==> config.mk <==
export PLATFORM = sky130hd
export DESIGN_NAME = jpeg_app1_segment_finder_core
export DESIGN_NICKNAME = d
export VERILOG_FILES = /design/src/design/jasf_pkg.sv /design/src/design/jasf_in_stage.sv /design/src/design/jasf_out_stage.sv /design/src/design/jasf_parser.sv /design/src/design/jpeg_app1_segment_finder_core.sv
export VERILOG_INCLUDE_DIRS = /design/src /design/src/design
export SDC_FILE = /design/constraint.sdc
export NUM_CORES = 1
export LEC_CHECK = 0
export ABC_AREA = 1
export BUFFER_PORTS_ARGS = -buffer_cell sky130_fd_sc_hd__buf_2
export CAP_MARGIN = 0
export CORE_MARGIN = 2
export CORE_UTILIZATION = 40
export CTS_BUF_LIST = sky130_fd_sc_hd__clkbuf_8
export CTS_CLUSTER_DIAMETER = 60
export CTS_CLUSTER_SIZE = 28
export DETAILED_ROUTE_END_ITERATION = 10
export HOLD_SLACK_MARGIN = 0.12
export PLACE_DENSITY = 0.53
export SLEW_MARGIN = 20
export SYNTH_ARGS = -nofsm -noshare
export SYNTH_HDL_FRONTEND = slang
export SYNTH_HIERARCHICAL = 1
export SYNTH_SLANG_ARGS = --single-unit
==> constraint.sdc <==
create_clock -name clock -period 7.1 [get_ports clock]
set_input_delay 0.355 -clock clock [delete_from_list [all_inputs] [get_ports clock]]
set_output_delay 0.355 -clock clock [all_outputs]
set_load 0.005 [all_outputs]
==> src/design/jpeg_app1_segment_finder_core_assert.svh <==
// Assertion macros for the segment finder.
`ifndef JPEG_APP1_SEGMENT_FINDER_CORE_ASSERT_SVH
`define JPEG_APP1_SEGMENT_FINDER_CORE_ASSERT_SVH

// Checked at every edge outside reset.
`define JASF_ASSERT(label, prop, msg) \
   label: assert property (@(posedge clock) disable iff (reset) prop) else $error(msg);

// Checked at every edge, reset included.
`define JASF_ASSERT_ALWAYS(label, prop, msg) \
   label: assert property (@(posedge clock) prop) else $error(msg);

`endif

==> src/design/jasf_pkg.sv <==
package jasf_pkg;

   typedef struct packed {
      logic [7:0] data_byte;
      logic       last_byte;
   } req_type;

   typedef struct packed {
      logic        found;
      logic [31:0] payload_offset;
      logic [15:0] payload_size;
   } rsp_type;

   typedef enum logic [2:0] {
      PH_START0,
      PH_START1,
      PH_MARK_FF,
      PH_MARKER,
      PH_LEN_HI,
      PH_LEN_LO,
      PH_BODY,
      PH_ABSORB
   } phase_type;

   localparam logic [7:0] BYTE_FF     = 8'hFF;
   localparam logic [7:0] MARKER_SOI  = 8'hD8;
   localparam logic [7:0] MARKER_SOS  = 8'hDA;
   localparam logic [7:0] MARKER_EOI  = 8'hD9;
   localparam logic [7:0] MARKER_APP1 = 8'hE1;
   localparam logic [7:0] MARKER_TEM  = 8'h01;
   localparam logic [7:0] MARKER_RST0 = 8'hD0;

   localparam logic NS_EXIF = 1'b0;
   localparam logic NS_XMP  = 1'b1;

   localparam logic [4:0] EXIF_LEN = 5'd6;
   localparam logic [4:0] XMP_LEN  = 5'd29;

   function automatic logic [4:0] ns_len(input logic sel);
      ns_len = (sel == NS_XMP) ? XMP_LEN : EXIF_LEN;
   endfunction

   // Expected namespace byte at a given index of the segment body.
   function automatic logic [7:0] ns_byte(input logic sel, input logic [4:0] idx);
      logic [7:0] b;
      b = 8'h00;
      if (sel == NS_EXIF) begin
         case (idx)
            5'd0:    b = 8'h45;
            5'd1:    b = 8'h78;
            5'd2:    b = 8'h69;
            5'd3:    b = 8'h66;
            default: b = 8'h00;
         endcase
      end else begin
         case (idx)
            5'd0:    b = 8'h68;
            5'd1:    b = 8'h74;
            5'd2:    b = 8'h74;
            5'd3:    b = 8'h70;
            5'd4:    b = 8'h3A;
            5'd5:    b = 8'h2F;
            5'd6:    b = 8'h2F;
            5'd7:    b = 8'h6E;
            5'd8:    b = 8'h73;
            5'd9:    b = 8'h2E;
            5'd10:   b = 8'h61;
            5'd11:   b = 8'h64;
            5'd12:   b = 8'h6F;
            5'd13:   b = 8'h62;
            5'd14:   b = 8'h65;
            5'd15:   b = 8'h2E;
            5'd16:   b = 8'h63;
            5'd17:   b = 8'h6F;
            5'd18:   b = 8'h6D;
            5'd19:   b = 8'h2F;
            5'd20:   b = 8'h78;
            5'd21:   b = 8'h61;
            5'd22:   b = 8'h70;
            5'd23:   b = 8'h2F;
            5'd24:   b = 8'h31;
            5'd25:   b = 8'h2E;
            5'd26:   b = 8'h30;
            5'd27:   b = 8'h2F;
            default: b = 8'h00;
         endcase
      end
      ns_byte = b;
   endfunction

endpackage

==> src/design/jasf_in_stage.sv <==
// Input holding register.
module jasf_in_stage (
   input  logic             clock,
   input  logic             reset,
   input  logic             req_valid,
   output logic             req_ready,
   input  jasf_pkg::req_type req_data,
   input  logic             advance,
   output logic             held_valid,
   output jasf_pkg::req_type held_data
);

   logic              valid_ff, valid_in;
   jasf_pkg::req_type data_ff, data_in;

   assign req_ready  = !valid_ff || advance;
   assign held_valid = valid_ff;
   assign held_data  = data_ff;

   always_comb begin
      valid_in = valid_ff;
      data_in  = data_ff;
      if (req_valid && req_ready) begin
         valid_in = 1'b1;
         data_in  = req_data;
      end else if (advance) begin
         valid_in = 1'b0;
      end
   end

   always_ff @(posedge clock) begin
      if (reset) begin
         valid_ff <= 1'b0;
      end else begin
         valid_ff <= valid_in;
      end
      data_ff <= data_in;
   end

endmodule

==> src/design/jasf_out_stage.sv <==
// Result register.
module jasf_out_stage (
   input  logic             clock,
   input  logic             reset,
   input  logic             load_valid,
   input  jasf_pkg::rsp_type load_data,
   output logic             can_take,
   output logic             rsp_valid,
   input  logic             rsp_ready,
   output jasf_pkg::rsp_type rsp_data
);

   logic              valid_ff, valid_in;
   jasf_pkg::rsp_type data_ff, data_in;

   assign can_take  = !valid_ff || rsp_ready;
   assign rsp_valid = valid_ff;
   assign rsp_data  = data_ff;

   always_comb begin
      valid_in = valid_ff;
      data_in  = data_ff;
      if (can_take) begin
         valid_in = load_valid;
         if (load_valid) begin
            data_in = load_data;
         end
      end
   end

   always_ff @(posedge clock) begin
      if (reset) begin
         valid_ff <= 1'b0;
      end else begin
         valid_ff <= valid_in;
      end
      data_ff <= data_in;
   end

endmodule

==> src/design/jasf_parser.sv <==
// Marker walker: one byte per advance, result computed combinationally.
module jasf_parser #(
   parameter int POSITION_WIDTH = 32
) (
   input  logic              clock,
   input  logic              reset,
   input  logic              advance,
   input  jasf_pkg::req_type  item,
   input  logic              ns_select,
   output logic              res_valid,
   output jasf_pkg::rsp_type  res_data
);

   `include "jpeg_app1_segment_finder_core_assert.svh"

   jasf_pkg::phase_type       phase_ff, phase_in;
   logic [POSITION_WIDTH-1:0] pos_ff, pos_in;
   logic [POSITION_WIDTH-1:0] start_ff, start_in;
   logic [15:0]               len_ff, len_in;
   logic [15:0]               rem_ff, rem_in;
   logic [4:0]                idx_ff, idx_in;
   logic [7:0]                marker_ff, marker_in;
   logic                      match_ff, match_in;

   logic [7:0]                b;
   logic [4:0]                nlen;
   logic [15:0]               len_full;
   logic [15:0]               body;
   logic [POSITION_WIDTH-1:0] pos_inc;
   logic [POSITION_WIDTH-1:0] off_full;
   logic                      settle;
   logic                      hit;
   logic                      standalone;

   assign b        = item.data_byte;
   assign nlen     = jasf_pkg::ns_len(ns_select);
   assign len_full = {len_ff[15:8], b};
   assign body     = len_ff - 16'd2;
   assign pos_inc  = pos_ff + POSITION_WIDTH'(1);
   assign off_full = start_ff + POSITION_WIDTH'(nlen);
   assign standalone = (b == jasf_pkg::MARKER_TEM) ||
                       (b >= jasf_pkg::MARKER_RST0 && b <= jasf_pkg::MARKER_SOI);

   always_comb begin
      phase_in  = phase_ff;
      start_in  = start_ff;
      len_in    = len_ff;
      rem_in    = rem_ff;
      idx_in    = idx_ff;
      marker_in = marker_ff;
      match_in  = match_ff;
      settle    = 1'b0;
      hit       = 1'b0;

      unique case (phase_ff)
         jasf_pkg::PH_START0: begin
            if (b == jasf_pkg::BYTE_FF) phase_in = jasf_pkg::PH_START1;
            else                        settle   = 1'b1;
         end
         jasf_pkg::PH_START1: begin
            if (b == jasf_pkg::MARKER_SOI) phase_in = jasf_pkg::PH_MARK_FF;
            else                           settle   = 1'b1;
         end
         jasf_pkg::PH_MARK_FF: begin
            if (b == jasf_pkg::BYTE_FF) phase_in = jasf_pkg::PH_MARKER;
            else                        settle   = 1'b1;
         end
         jasf_pkg::PH_MARKER: begin
            if (b == jasf_pkg::BYTE_FF) begin
               phase_in = jasf_pkg::PH_MARKER;
            end else if (standalone) begin
               phase_in = jasf_pkg::PH_MARK_FF;
            end else if (b == jasf_pkg::MARKER_SOS || b == jasf_pkg::MARKER_EOI) begin
               settle = 1'b1;
            end else begin
               marker_in = b;
               phase_in  = jasf_pkg::PH_LEN_HI;
            end
         end
         jasf_pkg::PH_LEN_HI: begin
            len_in   = {b, 8'h00};
            phase_in = jasf_pkg::PH_LEN_LO;
         end
         jasf_pkg::PH_LEN_LO: begin
            len_in = len_full;
            if (len_full < 16'd2) begin
               settle = 1'b1;
            end else begin
               rem_in   = len_full - 16'd2;
               idx_in   = '0;
               start_in = pos_inc;
               match_in = (marker_ff == jasf_pkg::MARKER_APP1) &&
                          ((len_full - 16'd2) >= {11'd0, nlen});
               phase_in = ((len_full - 16'd2) == 16'd0) ? jasf_pkg::PH_MARK_FF
                                                        : jasf_pkg::PH_BODY;
            end
         end
         jasf_pkg::PH_BODY: begin
            if (idx_ff < nlen) begin
               if (b != jasf_pkg::ns_byte(ns_select, idx_ff)) match_in = 1'b0;
               idx_in = idx_ff + 5'd1;
            end
            rem_in = rem_ff - 16'd1;
            if (rem_in == 16'd0) begin
               if (match_in && idx_in >= nlen && body >= {11'd0, nlen}) begin
                  hit    = 1'b1;
                  settle = 1'b1;
               end else begin
                  phase_in = jasf_pkg::PH_MARK_FF;
               end
            end
         end
         jasf_pkg::PH_ABSORB: begin
            phase_in = jasf_pkg::PH_ABSORB;
         end
         default: begin
            phase_in = jasf_pkg::PH_START0;
         end
      endcase

      if (settle) phase_in = jasf_pkg::PH_ABSORB;

      if (item.last_byte) begin
         phase_in  = jasf_pkg::PH_START0;
         len_in    = '0;
         rem_in    = '0;
         idx_in    = '0;
         marker_in = '0;
         match_in  = 1'b0;
      end
   end

   // Not-found results, settled or forced by the last byte, carry zeros.
   always_comb begin
      res_valid = settle || (item.last_byte && phase_ff != jasf_pkg::PH_ABSORB);
      res_data.found          = hit;
      res_data.payload_offset = hit ? 32'(off_full) : 32'd0;
      res_data.payload_size   = hit ? (body - {11'd0, nlen}) : 16'd0;
   end

   always_ff @(posedge clock) begin
      if (reset) begin
         phase_ff  <= jasf_pkg::PH_START0;
         pos_ff    <= '0;
         start_ff  <= '0;
         len_ff    <= '0;
         rem_ff    <= '0;
         idx_ff    <= '0;
         marker_ff <= '0;
         match_ff  <= 1'b0;
      end else if (advance) begin
         phase_ff  <= phase_in;
         pos_ff    <= item.last_byte ? '0 : pos_inc;
         start_ff  <= start_in;
         len_ff    <= len_in;
         rem_ff    <= rem_in;
         idx_ff    <= idx_in;
         marker_ff <= marker_in;
         match_ff  <= match_in;
      end
   end

   `JASF_ASSERT_ALWAYS(a_reset_start, reset |=> (phase_ff == jasf_pkg::PH_START0 && pos_ff == '0), "parser not cleared by reset")
   `JASF_ASSERT(a_last_clears, (advance && item.last_byte) |=> (phase_ff == jasf_pkg::PH_START0 && pos_ff == '0), "stream state not cleared after last byte")
   `JASF_ASSERT(a_absorb_silent, (res_valid && phase_ff == jasf_pkg::PH_ABSORB) |-> item.last_byte, "result after answer already given")
   `JASF_ASSERT(a_miss_zero, (res_valid && !res_data.found) |-> (res_data.payload_offset == 32'd0 && res_data.payload_size == 16'd0), "not-found result with non-zero fields")
   `JASF_ASSERT(a_idx_bound, idx_ff <= jasf_pkg::XMP_LEN, "namespace compare index out of range")

endmodule

==> src/design/jpeg_app1_segment_finder_core.sv <==
// JPEG APP1 segment finder. Feed a JPEG file one byte per req_ transaction, in
// file order, with last_byte set on the final byte. The file must open FF D8;
// the block then walks the marker segments, skipping FF fill bytes and the
// standalone markers (01, D0..D8), and looks for the first APP1 segment that
// lies whole within the stream and whose body begins with the namespace chosen
// by csr_write_data (0: the six-byte Exif header, 1: the 29-byte XMP namespace
// including its closing NUL). Each stream yields exactly one rsp_ transaction:
// found with the offset and size of the payload that follows the namespace, or
// not found (all fields zero) on a bad start, a non-FF byte where a marker
// should stand, SOS, EOI, a length below two, or the end of the stream. Bytes
// after the answer are absorbed until last_byte, which also clears the parser.
// Rate: one byte per clock while the result register is empty or being read. A
// byte sits in the input register while its result is worked out combinationally,
// and the result register loads as the byte moves on; rsp_valid comes from the
// result register, so both registers lie between a req_ handshake and its rsp_ one.
// A result waiting in the result register holds the input register, and
// req_ready drops once both are full. Each byte needs only a marker compare,
// one namespace ROM lookup and counter updates.
// The namespace register may be written only while no transaction is in
// flight; it is not cleared by the end of a stream.
module jpeg_app1_segment_finder_core #(
   parameter int POSITION_WIDTH = 32
) (
   input  logic              clock,
   input  logic              reset,
   input  logic              req_valid,
   output logic              req_ready,
   input  jasf_pkg::req_type  req_data,
   output logic              rsp_valid,
   input  logic              rsp_ready,
   output jasf_pkg::rsp_type  rsp_data,
   input  logic              csr_write_enable,
   input  logic              csr_write_data
);

   // Namespace select register.
   logic ns_select_ff, ns_select_in;

   logic              held_valid;
   jasf_pkg::req_type held_data;
   logic              can_take;
   logic              advance;
   logic              res_valid;
   jasf_pkg::rsp_type res_data;

   assign ns_select_in = csr_write_enable ? csr_write_data : ns_select_ff;

   always_ff @(posedge clock) begin
      if (reset) begin
         ns_select_ff <= jasf_pkg::NS_EXIF;
      end else begin
         ns_select_ff <= ns_select_in;
      end
   end

   // The held byte moves on whenever the result register can take whatever it
   // produces; bytes that produce nothing move on under the same rule.
   assign advance = held_valid && can_take;

   jasf_in_stage u_in_stage (
      .clock      (clock),
      .reset      (reset),
      .req_valid  (req_valid),
      .req_ready  (req_ready),
      .req_data   (req_data),
      .advance    (advance),
      .held_valid (held_valid),
      .held_data  (held_data)
   );

   jasf_parser #(
      .POSITION_WIDTH (POSITION_WIDTH)
   ) u_parser (
      .clock     (clock),
      .reset     (reset),
      .advance   (advance),
      .item      (held_data),
      .ns_select (ns_select_ff),
      .res_valid (res_valid),
      .res_data  (res_data)
   );

   jasf_out_stage u_out_stage (
      .clock      (clock),
      .reset      (reset),
      .load_valid (advance && res_valid),
      .load_data  (res_data),
      .can_take   (can_take),
      .rsp_valid  (rsp_valid),
      .rsp_ready  (rsp_ready),
      .rsp_data   (rsp_data)
   );

endmodule

After elaboration in Yosys (flattened, before gate mapping)
Memories as Yosys holds them, arrays and structs flattened. A register that Yosys moved wholly into a read port is not among the register bits.
Cells that the tools add are included.
Widths: inputs -> output; s select.
Cells by class
  add/subtract/negate cells: 7
  multipliers: 0
  divide/modulo/power cells: 0
  magnitude comparators: 7
  equal/unequal tests: 30
  shifts and indexed selects: 0
  multiplexer cells: 54
  bitwise logic cells: 1
  reductions and logical operators: 32
Operators by type and width (number)
  $mux 8: 8
  $pmux 16 s2: 2
  $mux 16: 3
  $eq 8x8->1 const B: 5
  $mux 3: 12
  $mux 5: 7
  $add 32x1->32 const B: 1
  $add 32x5->32: 1
  $ge 16x5->1: 2
  $logic_not 16->1: 2
  $mux 32: 1
  $sub 16x2->16 const B: 2
  $pmux 7 s4: 1
  $pmux 3 s8: 1
  $lt 16x2->1 const B: 1
  $mux 1: 16
  $ne 4x2->1 const B: 4
  $sub 16x1->16 const B: 1
  $sub 16x5->16: 1
  $eq 3x3->1 const B: 4
  $eq 5x2->1 const B: 2
  $pmux 5 s2: 1
  $reduce_and 3->1: 3
  $eq 8x1->1 const B: 1
  27 further kinds: 49
Word-level totals
  flip-flop bits (word level): 174
  latch bits: 0
  bits in writable memories: 0
  bits in read-only memories: 224
  input port bits: 15
  output and inout bits: 51
  logic and storage cells: 149
  memories kept: 1
Memories
  (no name shown): depth 32, bits a word 7, read ports 1, clocked after Yosys merged registers in 1, wr ports 0, RTL line jasf_pkg.sv:56  | case (idx)

Logic depth before layout (Yosys ltp)
Gate-level depths: netlist of run 1.
  word-level depth: 17
  gate-level depth with buffers: 26

Modules after synthesis
The synthesis of run 1 kept the hierarchy.
By module, submodules not included
  jasf_parser: instances 1, cells an instance 1418, area each 9038.7 µm², seq. area each 2402.3 µm²
  jasf_out_stage: instances 1, cells an instance 55, area each 1519.0 µm², seq. area each 1491.4 µm²
  jasf_in_stage: instances 1, cells an instance 15, area each 317.8 µm², seq. area each 290.3 µm²
  jpeg_app1_segment_finder_core: instances 1, cells an instance 11, area each 60.1 µm², seq. area each 20.0 µm²

Worst setup path after synthesis of run 1
Ideal clock, no wire load.
  path type: reg-to-reg
  start: reg ns_select_ff
  end: reg u_out_stage.data_ff, in the netlist u_out_stage/rsp_data[0], enable pin
  arrival: 5.832 ns
  required time: 6.628 ns
  setup slack: 0.796 ns
  stages on the path, launching flop included: 27
  buffers on the path: 3
  period minus slack after synthesis: 6.304 ns
  path through: dfxtp_1 > inv_2 > buf_2 > ha_1 > nand2_1 > nor2_1 > a211oi_1 > nand2_1 > inv_2 > nand4_1 > xor2_1 > inv_1 > ha_1 > nand2_1 > nor2_1 > nand3_1 > nand2_1 > inv_1 > nor2_2 > nand3_4 > buf_4 > buf_6 > nand3_1 > inv_1 > nor2_1 > inv_1 > a21oi_1
Between the ends
  cells in the longest elaborated chain, start to end: 15
RTL lines
  from (decl): RTL line jpeg_app1_segment_finder_core.sv:37  | logic ns_select_ff, ns_select_in;
  from (signal assigned): RTL line jpeg_app1_segment_finder_core.sv:50  | ns_select_ff <= jasf_pkg::NS_EXIF;
  from (signal assigned): RTL line jpeg_app1_segment_finder_core.sv:52  | ns_select_ff <= ns_select_in;
  parallel branches: the longest is 8 deep, another holds $lt 5x5->1
  $logic_and 1x1->1 (*): RTL line jasf_parser.sv:105  | if (match_in && idx_in >= nlen && body >= {11'd0, nlen}) begin
  $mux 1 (*): RTL line jasf_parser.sv:105
  $mux 1 (*): RTL line jasf_parser.sv:104  | if (rem_in == 16'd0) begin
  $pmux 1 s5 (*): RTL line jasf_parser.sv:55  | unique case (phase_ff)
  $logic_or 1x1->1 (*): RTL line jasf_parser.sv:135  | res_valid = settle || (item.last_byte && phase_ff != jasf_pkg::PH_ABSORB);
  named net res_valid: RTL line jpeg_app1_segment_finder_core.sv:43  | logic res_valid;
  $logic_and 1x1->1 (*): RTL line jpeg_app1_segment_finder_core.sv:86  | .load_valid (advance && res_valid),
  $reduce_and 2->1 (no line) (*)
  to (signal assigned): RTL line jasf_out_stage.sv:37  | data_ff <= data_in;
  to (decl): RTL line jasf_out_stage.sv:14  | jasf_pkg::rsp_type data_ff, data_in;
Mark *: on every way through the listed nets, which the timed path passes. The select of a mux whose other input is x is not followed.
A chain may end at the register's enable or synchronous reset.

Worst setup path after layout of run 1
  start: reg ns_select_ff
  end: reg u_out_stage.data_ff, in the netlist u_out_stage/rsp_data[44], enable pin
Same word-level chain as after synthesis.

==> impl_summary.txt, run 1 <==
----------------------------------------------------
[Route]
  Via count ... 9707
  Final antenna-violating net count ... 0
  Detailed router's first-iteration violation count ... 801
  Drt first pass iters ... 5
  Routed WL ... 27.8 mm
  DRC violations left ... 0
  WL/cell ... 14.6 microns
  Average via count per standard cell ... about 5

[STA]
  Max Clock Freq ... between 0.2 and 0.25 GHz
  Slew margin rel. ... 37.6%
  Largest clock skew in the final design ... 0.0183 ns
  Worst Max-Slew Pin Slew ... between 0.9 and 1 ns
  Unrepaired setup endpoints after global routing ... no
  Setup violations, final ... 0
  TNS Setup ... 0 ns
  Max-slew violation count ... 0
  Period utilisation layout ... 64.0%
  Final hold vios ... 0
  Final min period ... between 4 and 5 ns

[Logic synthesis]
  Synth warnings ... 6
  Proportion of synthesized flip-flops having asynchronous set or reset ... 0%
  Primary FF master, synth ... sky130_fd_sc_hd__dfxtp_1
  Post-synth net total ... 1553
  Area of the mapped netlist ... roughly 11000 sq um
  Fraction of the yosys area taken by sequential cells ... about two fifths
  Average size of a mapped cell ... ~7.3 sq um
  Seq cells post-synth ... 181
  Netlist cell types ... 55
  Count of mapped cells out of synthesis ... 1499
  Number of flops mapped to enable cells by yosys ... 58

[Setup path]
  FF-to-FF End ... u_out_stage/rsp_data[44]
  Setup slack of the most critical reg-to-reg path ... about 2.6 ns
  Logic depth of the worst register-to-register path ... 24
  Highest cell delay on the worst timing path ... 0.48 ns
  Largest fanout of any net on the critical path ... 49
  Worst setup startpoint ... ns_select_ff
  Critical path buffer and inverter count ... 7
  Arrival time reported for the critical path endpoint ... 4.66 ns
  CP max stage cell ... sky130_fd_sc_hd__buf_4
  R2r startpoint ... ns_select_ff
  Kind of end point of the critical path ... register
  Crit path launch type ... register
  Required time of the critical path ... just over 7 ns
  CP endpoint ... u_out_stage/rsp_data[44]
  Crit path cell chain ... inv_2 > ha_1 > nand2_1 > nor2_1 > a211oi_1 > nand2_1 > inv_2 > nand4_1 > xor2_1 > inv_1 > ha_1 > nand2_1 > nor2_1 > nand3_1 > nand2_1 > inv_1 > nor2_2 > nand3_4 > nand3_1 > inv_1 > nor2_1 > inv_1 > a21oi_4 > buf_4
  Critical path depth ... 24
  Type of the setup path with the least slack ... reg2reg
  Kind of cell adding the most delay to the critical path ... simple AND/OR/NAND/NOR gates

[Die]
  Die outline area ... 28700 sq um
  Initial standard-cell utilization of the core ... between 40% and 50%
  Height of the chip ... 169 microns
  Horizontal extent of the die ... ~170 microns
  Count of standard-cell rows ... 60
  Core Area ... 26900 sq um
  Num ports ... 66

[Job]
  Number of violations of the max-capacitance limit ... 0

[Power and ir drop]
  Leakage component of the power ... 4.95 nW
  Peak ir drop on the vdd network ... 0.103 mV
  Power per cell area ... between 150 and 200 nW/um^2
  Total design power ... 2.14 mW

[GRT]
  Wire length of the first global-routing pass ... 46.1 mm
  Global-route met2 utilization ... 31.2%
  Overall routing resource usage ... 19.8%
  Vias in the first global route ... 8974
  Met1 Track Usage GR ... ~29%
  Pin count of the biggest net entering global routing ... 73
  Initial antenna violation count ... 0
  Overflow left after global routing ... 0
  Global route hottest layer ... met2
  Global-route track usage on met3 ... under 10%

[CTS]
  Total setup buffers inserted after CTS ... 0
  CTS H-tree lvls ... 4
  Cell chosen for the clock root ... sky130_fd_sc_hd__clkbuf_8
  TritonCTS clock tree ... done
  Clock Sinks ... 181
  Clock Latency Late Sink ... 0.48 ns
  Largest buffer count on any clock path ... 2
  CTS Buf Count ... 17
  Clock slew at the register clock pins of the worst setup and hold paths ... 0.11 ns

[Cells and area]
  Diode count ... 0
  Most frequent cells in the layout ... sky130_fd_sc_hd__nand2_1 (311), sky130_fd_sc_hd__nor2_1 (193), sky130_fd_sc_hd__inv_1 (155), sky130_fd_sc_hd__dfxtp_1 (123), sky130_fd_sc_hd__a21oi_1 (119)
  Filler cell count ... 2815
  Most common cell after layout, fill and taps aside ... sky130_fd_sc_hd__nand2_1
  Synth-to-layout area growth ... 10.3%
  Number of nets in the final layout ... 1608
  Layout cell share with drive strength beyond 1 ... approximately 13%

[Run status]
  Outcome ... finished, final reports clean

[Placement]
  Post-DP HPWL ... 20.4 mm
  Placer congestion estimate ... 0.876
  PortBufs ... 65

[Hold path]
  Worst min path class ... in2reg

----------------------------------------------------
metrics by stage:
step	cell area, sq um	utilization, %	hold WS [ns]	setup WS [ns]	cells
finish	12100	44.9	0.151	2.56	1908
global route	12100	44.9	0.143	2.12	1908
CTS	12100	44.9	0.125	2.49	1908
detailed placement	11500	43.0	0.459	2.53	1866
global placement	11500	43.0	0.451	2.58	1866
floorplan	10900	-	0.417	0.796	1499
power by group:
part / internal (mW) / switching (mW)
registers: 1.10 / 0.0219
clock network: 0.300 / 0.441
logic: 0.0919 / 0.192
total: 1.49 / 0.655
layer usage:
metal | share of wire [%] | up-vias
met3 | 3.4 | 28
met2 | 43 | 185
met1 | 52 | 4450
li1 | - | 5044
met5 | 0 | -
met4 | 1.4 | 0
logic make-up (layout without fill, tap and decap cells):
group / after synthesis / count (layout) / synth area share (%)
AOI/OAI and AO/OA: 258 / 258 / 13.5
adders and majority gates: 39 / 39 / 4.60
DFF: 181 / 181 / 38.4
xor gates and xnor gates: 58 / 58 / 4.71
and+or+nand+nor: 737 / 737 / 30.6
buffers and inverters: 226 / 294 / 8.20
cells in the mapped netlist (3+ instances only):
cell | count | share of area (%)
sky130_fd_sc_hd__buf_4 | 3 | 0.21
sky130_fd_sc_hd__inv_1 | 156 | 5.4
sky130_fd_sc_hd__nand3_1 | 85 | 3.9
sky130_fd_sc_hd__nand2_2 | 10 | 0.57
sky130_fd_sc_hd__o211ai_1 | 5 | 0.34
sky130_fd_sc_hd__a31oi_1 | 3 | 0.17
sky130_fd_sc_hd__inv_2 | 20 | 0.69
sky130_fd_sc_hd__xor2_1 | 47 | 3.8
sky130_fd_sc_hd__buf_2 | 6 | 0.27
sky130_fd_sc_hd__nor3_2 | 4 | 0.37
sky130_fd_sc_hd__nor2_4 | 8 | 0.82
sky130_fd_sc_hd__a211oi_1 | 18 | 1.2
sky130_fd_sc_hd__buf_6 | 4 | 0.41
sky130_fd_sc_hd__nand2_4 | 7 | 0.72
sky130_fd_sc_hd__o21a_1 | 7 | 0.48
sky130_fd_sc_hd__o21ai_2 | 3 | 0.24
sky130_fd_sc_hd__nor3b_1 | 7 | 0.48
sky130_fd_sc_hd__o21ai_1 | 10 | 0.46
sky130_fd_sc_hd__o21ai_0 | 68 | 3.1
sky130_fd_sc_hd__nand2_1 | 311 | 11
sky130_fd_sc_hd__or2_1 | 5 | 0.29
sky130_fd_sc_hd__or2_2 | 12 | 0.69
sky130_fd_sc_hd__clkbuf_1 | 33 | 1.1
sky130_fd_sc_hd__o22ai_1 | 5 | 0.29
sky130_fd_sc_hd__edfxtp_1 | 58 | 16
sky130_fd_sc_hd__a21oi_1 | 120 | 5.5
sky130_fd_sc_hd__nor2_1 | 193 | 6.6
sky130_fd_sc_hd__nand3_2 | 4 | 0.37
sky130_fd_sc_hd__o21bai_1 | 3 | 0.21
sky130_fd_sc_hd__xnor2_1 | 10 | 0.80
sky130_fd_sc_hd__nor4_1 | 7 | 0.40
sky130_fd_sc_hd__dfxtp_1 | 123 | 23
sky130_fd_sc_hd__nand4_1 | 27 | 1.5
sky130_fd_sc_hd__a21oi_2 | 4 | 0.32
sky130_fd_sc_hd__nor2_2 | 15 | 0.86
sky130_fd_sc_hd__ha_1 | 37 | 4.2
sky130_fd_sc_hd__nor3_1 | 36 | 1.6
worst reg2reg max path, stage by stage (launching register included):
cell and delay, ns:
sky130_fd_sc_hd__dfxtp_1 0.34, sky130_fd_sc_hd__inv_2 0.32, sky130_fd_sc_hd__ha_1 0.32, sky130_fd_sc_hd__nand2_1 0.09, sky130_fd_sc_hd__nor2_1 0.05, sky130_fd_sc_hd__a211oi_1 0.17, sky130_fd_sc_hd__nand2_1 0.17, sky130_fd_sc_hd__inv_2 0.12
sky130_fd_sc_hd__nand4_1 0.10, sky130_fd_sc_hd__xor2_1 0.15, sky130_fd_sc_hd__inv_1 0.08, sky130_fd_sc_hd__ha_1 0.29, sky130_fd_sc_hd__nand2_1 0.05, sky130_fd_sc_hd__nor2_1 0.09, sky130_fd_sc_hd__nand3_1 0.08, sky130_fd_sc_hd__nand2_1 0.06
sky130_fd_sc_hd__inv_1 0.05, sky130_fd_sc_hd__nor2_2 0.14, sky130_fd_sc_hd__nand3_4 0.41, sky130_fd_sc_hd__nand3_1 0.21, sky130_fd_sc_hd__inv_1 0.06, sky130_fd_sc_hd__nor2_1 0.09, sky130_fd_sc_hd__inv_1 0.09, sky130_fd_sc_hd__a21oi_4 0.11
sky130_fd_sc_hd__buf_4 0.48
worst min-delay path by stage:
stage / from / endpoint / slack, ns / depth (start not counted)
2_1_floorplan: reset / u_in_stage/held_valid / 0.42 / 1
3_3_place_gp: u_parser/len_ff[0] / u_parser/len_ff[0] / 0.45 / 2
3_5_place_dp: u_parser/pos_ff[4] / u_parser/pos_ff[4] / 0.46 / 2
4_1_cts: req_valid / u_in_stage/held_valid / 0.12 / 3
5_1_grt: req_valid / u_in_stage/held_valid / 0.14 / 3
6_report: req_valid / u_in_stage/held_valid / 0.15 / 3
registers in the layout (all words and copies together), names as in the netlist, named ones only:
register               count
u_out_stage/rsp_valid      1
u_parser/marker_ff         8
u_in_stage/held_data       9
u_parser/len_ff           16
u_parser/idx_ff            5
u_parser/pos_ff           32
u_parser/rem_ff           16
u_parser/phase_ff          3
ns_select_ff               1
u_in_stage/held_valid      1
u_out_stage/rsp_data      49
u_parser/match_ff          1
u_parser/start_ff         32
cell type report:
type	count	area [sq um]	area share (%)
Inverter	178	668	5.54
Sequential cell	181	4200	34.9
Clock buffer	17	234	1.94
Tap cell	341	427	3.54
Multi-Input combinational cell	1092	5850	48.5
Clock inverter	15	179	1.48
Timing Repair Buffer	84	493	4.09
timing repair:
item,4_1_cts,5_1_grt
endpoints found under the setup margin,0,0
hold buffers,10,0
endpoints found under the hold margin,10,0
resized for setup,0,0
No activity file was read; power rests on OpenSTA's default activity.
==> run 2, diff against run 1 <==
--- a/config.mk
+++ b/config.mk
@@ -6,7 +6,7 @@
 export SDC_FILE = /design/constraint.sdc
 export NUM_CORES = 1
 export LEC_CHECK = 0
-export ABC_AREA = 1
+export ABC_AREA = 0
 export BUFFER_PORTS_ARGS = -buffer_cell sky130_fd_sc_hd__buf_2
 export CAP_MARGIN = 0
 export CORE_MARGIN = 2
@@ -16,7 +16,7 @@
 export CTS_CLUSTER_SIZE = 28
 export DETAILED_ROUTE_END_ITERATION = 10
 export HOLD_SLACK_MARGIN = 0.12
-export PLACE_DENSITY = 0.53
+export PLACE_DENSITY = 0.55
 export SLEW_MARGIN = 20
 export SYNTH_ARGS = -nofsm -noshare
 export SYNTH_HDL_FRONTEND = slang
==> constraint.sdc (replaced) <==
create_clock -name clock -period 3.9 [get_ports clock]
set_input_delay 0.195 -clock clock [delete_from_list [all_inputs] [get_ports clock]]
set_output_delay 0.195 -clock clock [all_outputs]
set_load 0.005 [all_outputs]
==> run 2 against run 1 <==
  * Highest routed layer unchanged
  * Core utilization rose by 1.4 points
  * Critical path depth fell by 9
  * Synthesized cell count fell by 13%
  * Final cell count fell by 7.2%
  * Via count fell by 2.7%
  * Global-route usage fell by 0.22 points
==> impl_summary.txt, run 2 <==
----------------------------------------------------
[Run status]
  Outcome ... finished, final reports clean

[Setup path]
  Highest cell delay on the worst timing path ... 0.54 ns
  Crit path cell chain ... clkinvlp_4 > ha_4 > a2111oi_4 > or3_4 > nand2_1 > ha_1 > a21boi_2 > o21ai_2 > o21bai_1 > a21oi_1 > or4_4 > nand2_2 > and3_4 > and2_4 > clkbuf_16
  Largest fanout of any net on the critical path ... 7
  Type of the setup path with the least slack ... reg2reg
  CP max stage cell ... sky130_fd_sc_hd__or4_4
  Crit path launch type ... register
  Arrival time reported for the critical path endpoint ... 4.00 ns
  Required time of the critical path ... 4.11 ns
  Kind of end point of the critical path ... register

[CTS]
  Clock Latency Late Sink ... around 0.48 ns
  Cell chosen for the clock root ... sky130_fd_sc_hd__clkbuf_8
  Clock slew at the register clock pins of the worst setup and hold paths ... ~0.11 ns
  TritonCTS clock tree ... done
  Largest buffer count on any clock path ... 2
  CTS H-tree lvls ... 4
  Clock Sinks ... ~180
  CTS Buf Count ... 17

[Cells and area]
  Layout cell share with drive strength beyond 1 ... 18.7%
  Largest register FFs ... 49
  Most frequent cells in the layout ... sky130_fd_sc_hd__nor2_1 (178), sky130_fd_sc_hd__dfxtp_1 (121), sky130_fd_sc_hd__nand2_1 (83), sky130_fd_sc_hd__o21ai_0 (75), sky130_fd_sc_hd__xnor2_1 (72)
  Most common cell after layout, fill and taps aside ... sky130_fd_sc_hd__nor2_1
  Area of all placed cells without fillers ... between 10000 and 15000 sq um
  Diode count ... 0
  Filler cell count ... 2817
  Synth-to-layout area growth ... 14.2%
  Number of nets in the final layout ... 1434

[Route]
  Drt first pass iters ... 5
  Routed WL ... 28.6 mm
  Highest metal used ... met4
  DRC violations left ... 0
  Detailed router's first-iteration violation count ... 563
  Average via count per standard cell ... 5.33
  Wire length on met2 ... 12.5 mm
  Via count ... 9442
  Detailed-routed wire length on met3 ... ~1.2 mm
  Total routed wire length on the met1 layer ... 14.5 mm
  WL/cell ... around 16 microns
  Final antenna-violating net count ... 0

[Placement]
  Cell area reported after detailed placement ... 12100 sq um
  Post-DP HPWL ... 20.3 mm
  Placer congestion estimate ... 0.878
  Post-Place Setup Slack ... 0.000299 ns
  PortBufs ... 65

[Logic synthesis]
  Cell type with the highest aggregate area in the netlist ... sky130_fd_sc_hd__dfxtp_1
  Fraction of the yosys area taken by sequential cells ... between 30% and 40%
  Post-synth net total ... 1352
  Proportion of synthesized flip-flops having asynchronous set or reset ... 0%
  Area of the mapped netlist ... 11300 sq um
  Netlist cell types ... about 90
  Biggest area contributors in the synthesized netlist ... sky130_fd_sc_hd__dfxtp_1 (22%), sky130_fd_sc_hd__edfxtp_1 (15%), sky130_fd_sc_hd__nor2_1 (6.0%)
  Primary FF master, synth ... sky130_fd_sc_hd__dfxtp_1
  Seq cells post-synth ... roughly 180
  Number of flops mapped to enable cells by yosys ... 58
  Commonest cells in the netlist ... sky130_fd_sc_hd__nor2_1 (180), sky130_fd_sc_hd__dfxtp_1 (123), sky130_fd_sc_hd__nand2_1 (84)
  Count of mapped cells out of synthesis ... 1298
  Top-count cell post-synth ... sky130_fd_sc_hd__nor2_1
  Synth warnings ... 6
  Average size of a mapped cell ... 8.67 sq um
  Yosys top cell area share ... a little over a fifth

[STA]
  Worst Max-Slew Pin Slew ... 1.02 ns
  Final hold vios ... 0
  Final worst setup slack ... 0.105 ns
  Setup violations, final ... 0
  Max Clock Freq ... 0.263 GHz
  Max-slew violation count ... 0
  Largest clock skew in the final design ... 0.0140 ns
  Slew margin rel. ... 31.8%
  Final min period ... 3.80 ns
  Period utilisation layout ... 97.3%

[Power and ir drop]
  Peak ir drop on the vdd network ... 0.161 mV
  Total design power ... around 3.8 mW
  Power per cell area ... 296 nW/um^2
  Leakage component of the power ... 4.63 nW

[Die]
  Horizontal extent of the die ... roughly 170 microns
  Height of the chip ... 172 microns
  Initial standard-cell utilization of the core ... 40.5%
  Num ports ... 66
  Die outline area ... around 30000 sq um
  Core Area ... 27800 sq um
  Count of standard-cell rows ... 61

[GRT]
  Initial antenna violation count ... 0
  Pin count of the biggest net entering global routing ... 71
  Wire length of the first global-routing pass ... between 40 and 50 mm
  Vias in the first global route ... 8791
  Overflow left after global routing ... 0
  Overall routing resource usage ... 19.6%

[Job]
  Number of violations of the max-capacitance limit ... 0

[Hold path]
  Worst min path class ... in2reg

----------------------------------------------------
## run 2: cell types whose count changed in the layout (fill, tap and decap cells not counted), moves of 23 or more
cell,previous run,this run
sky130_fd_sc_hd__a21oi_1,119,64
sky130_fd_sc_hd__a22oi_1,0,23
sky130_fd_sc_hd__buf_4,9,58
sky130_fd_sc_hd__inv_1,155,43
sky130_fd_sc_hd__nand2_1,311,83
sky130_fd_sc_hd__nand2b_1,0,24
sky130_fd_sc_hd__nand3_1,85,35
sky130_fd_sc_hd__nor2_4,8,39
sky130_fd_sc_hd__xnor2_1,10,72
## run 2: cell families after synthesis
kind of cell	count (synthesis)	synth area share, %
AO/OA/AOI/OAI	291	17.0
XOR/XNOR	107	8.32
adder cells (fa/ha/maj)	39	4.47
buffers and inverters	126	5.12
flip-flops	181	37.3
multiplexers	11	1.00
AND/OR/NAND/NOR	543	26.8
## run 2: worst paths after layout
kind | cells after the start | end | startpoint | slack (ns)
min reg2reg | 2 | u_parser/rem_ff[14] | u_parser/rem_ff[14] | 0.48
min | 2 | u_parser/rem_ff[1] | reset | 0.22
max reg2reg | 15 | u_out_stage/rsp_data[1] | ns_select_ff | 0.10
max | 15 | u_out_stage/rsp_data[1] | ns_select_ff | 0.10
## run 2: area by class of cell
class	count	area [sq um]	share of cell area (%)
tap	378	473	3.68
timing repair buffer	143	1040	8.07
sequential	181	4210	32.7
clock inverter	14	148	1.15
clock buffer	18	248	1.93
multi-input combinational	992	6570	51.1
inverter	45	173	1.34
## run 2: layer usage
layer  vias to the layer above  global-route usage (%)
met5                         -                       0
met4                         0                    5.12
met3                        27                    3.22
met2                       230                    29.7
met1                      4408                    28.9
li1                       4777                       -
## run 2: timing repair
item / 4_1_cts / 5_1_grt
endpoints found under the setup margin: 39 / 93
hold buffers: 13 / 0
gates resized for setup: 0 / 13
gates cloned: 0 / 5
hold endpoints to repair: 21 / 0
pin swaps: 0 / 12
setup buffers: 1 / 8
## run 2: stage by stage
step	cells	hold slack [ns]	util [%]	setup TNS, ns
2_1_floorplan	1298	0.257	-	-13.41
3_3_place_gp	1712	0.371	43.6	0
3_5_place_dp	1712	0.373	43.6	0
4_1_cts	1758	0.217	45.6	0
5_1_grt	1771	0.242	46.3	-1.11
6_report	1771	0.221	46.3	0
## run 2: critical path: cells and delay by family (launching register included)
family | cells | cell delay (ns)
DFF | 1 | 0.39
adders and majority gates | 2 | 0.48
AOI/OAI and AO/OA | 5 | 0.92
and+or+nand+nor | 6 | 1.37
buffers and inverters | 2 | 0.34
## run 2: where the power goes
group          switching (mW)  total, mW  internal, mW
combinational           0.297      0.489         0.192
clock                   0.782       1.31         0.526
sequential             0.0333       2.02          1.98
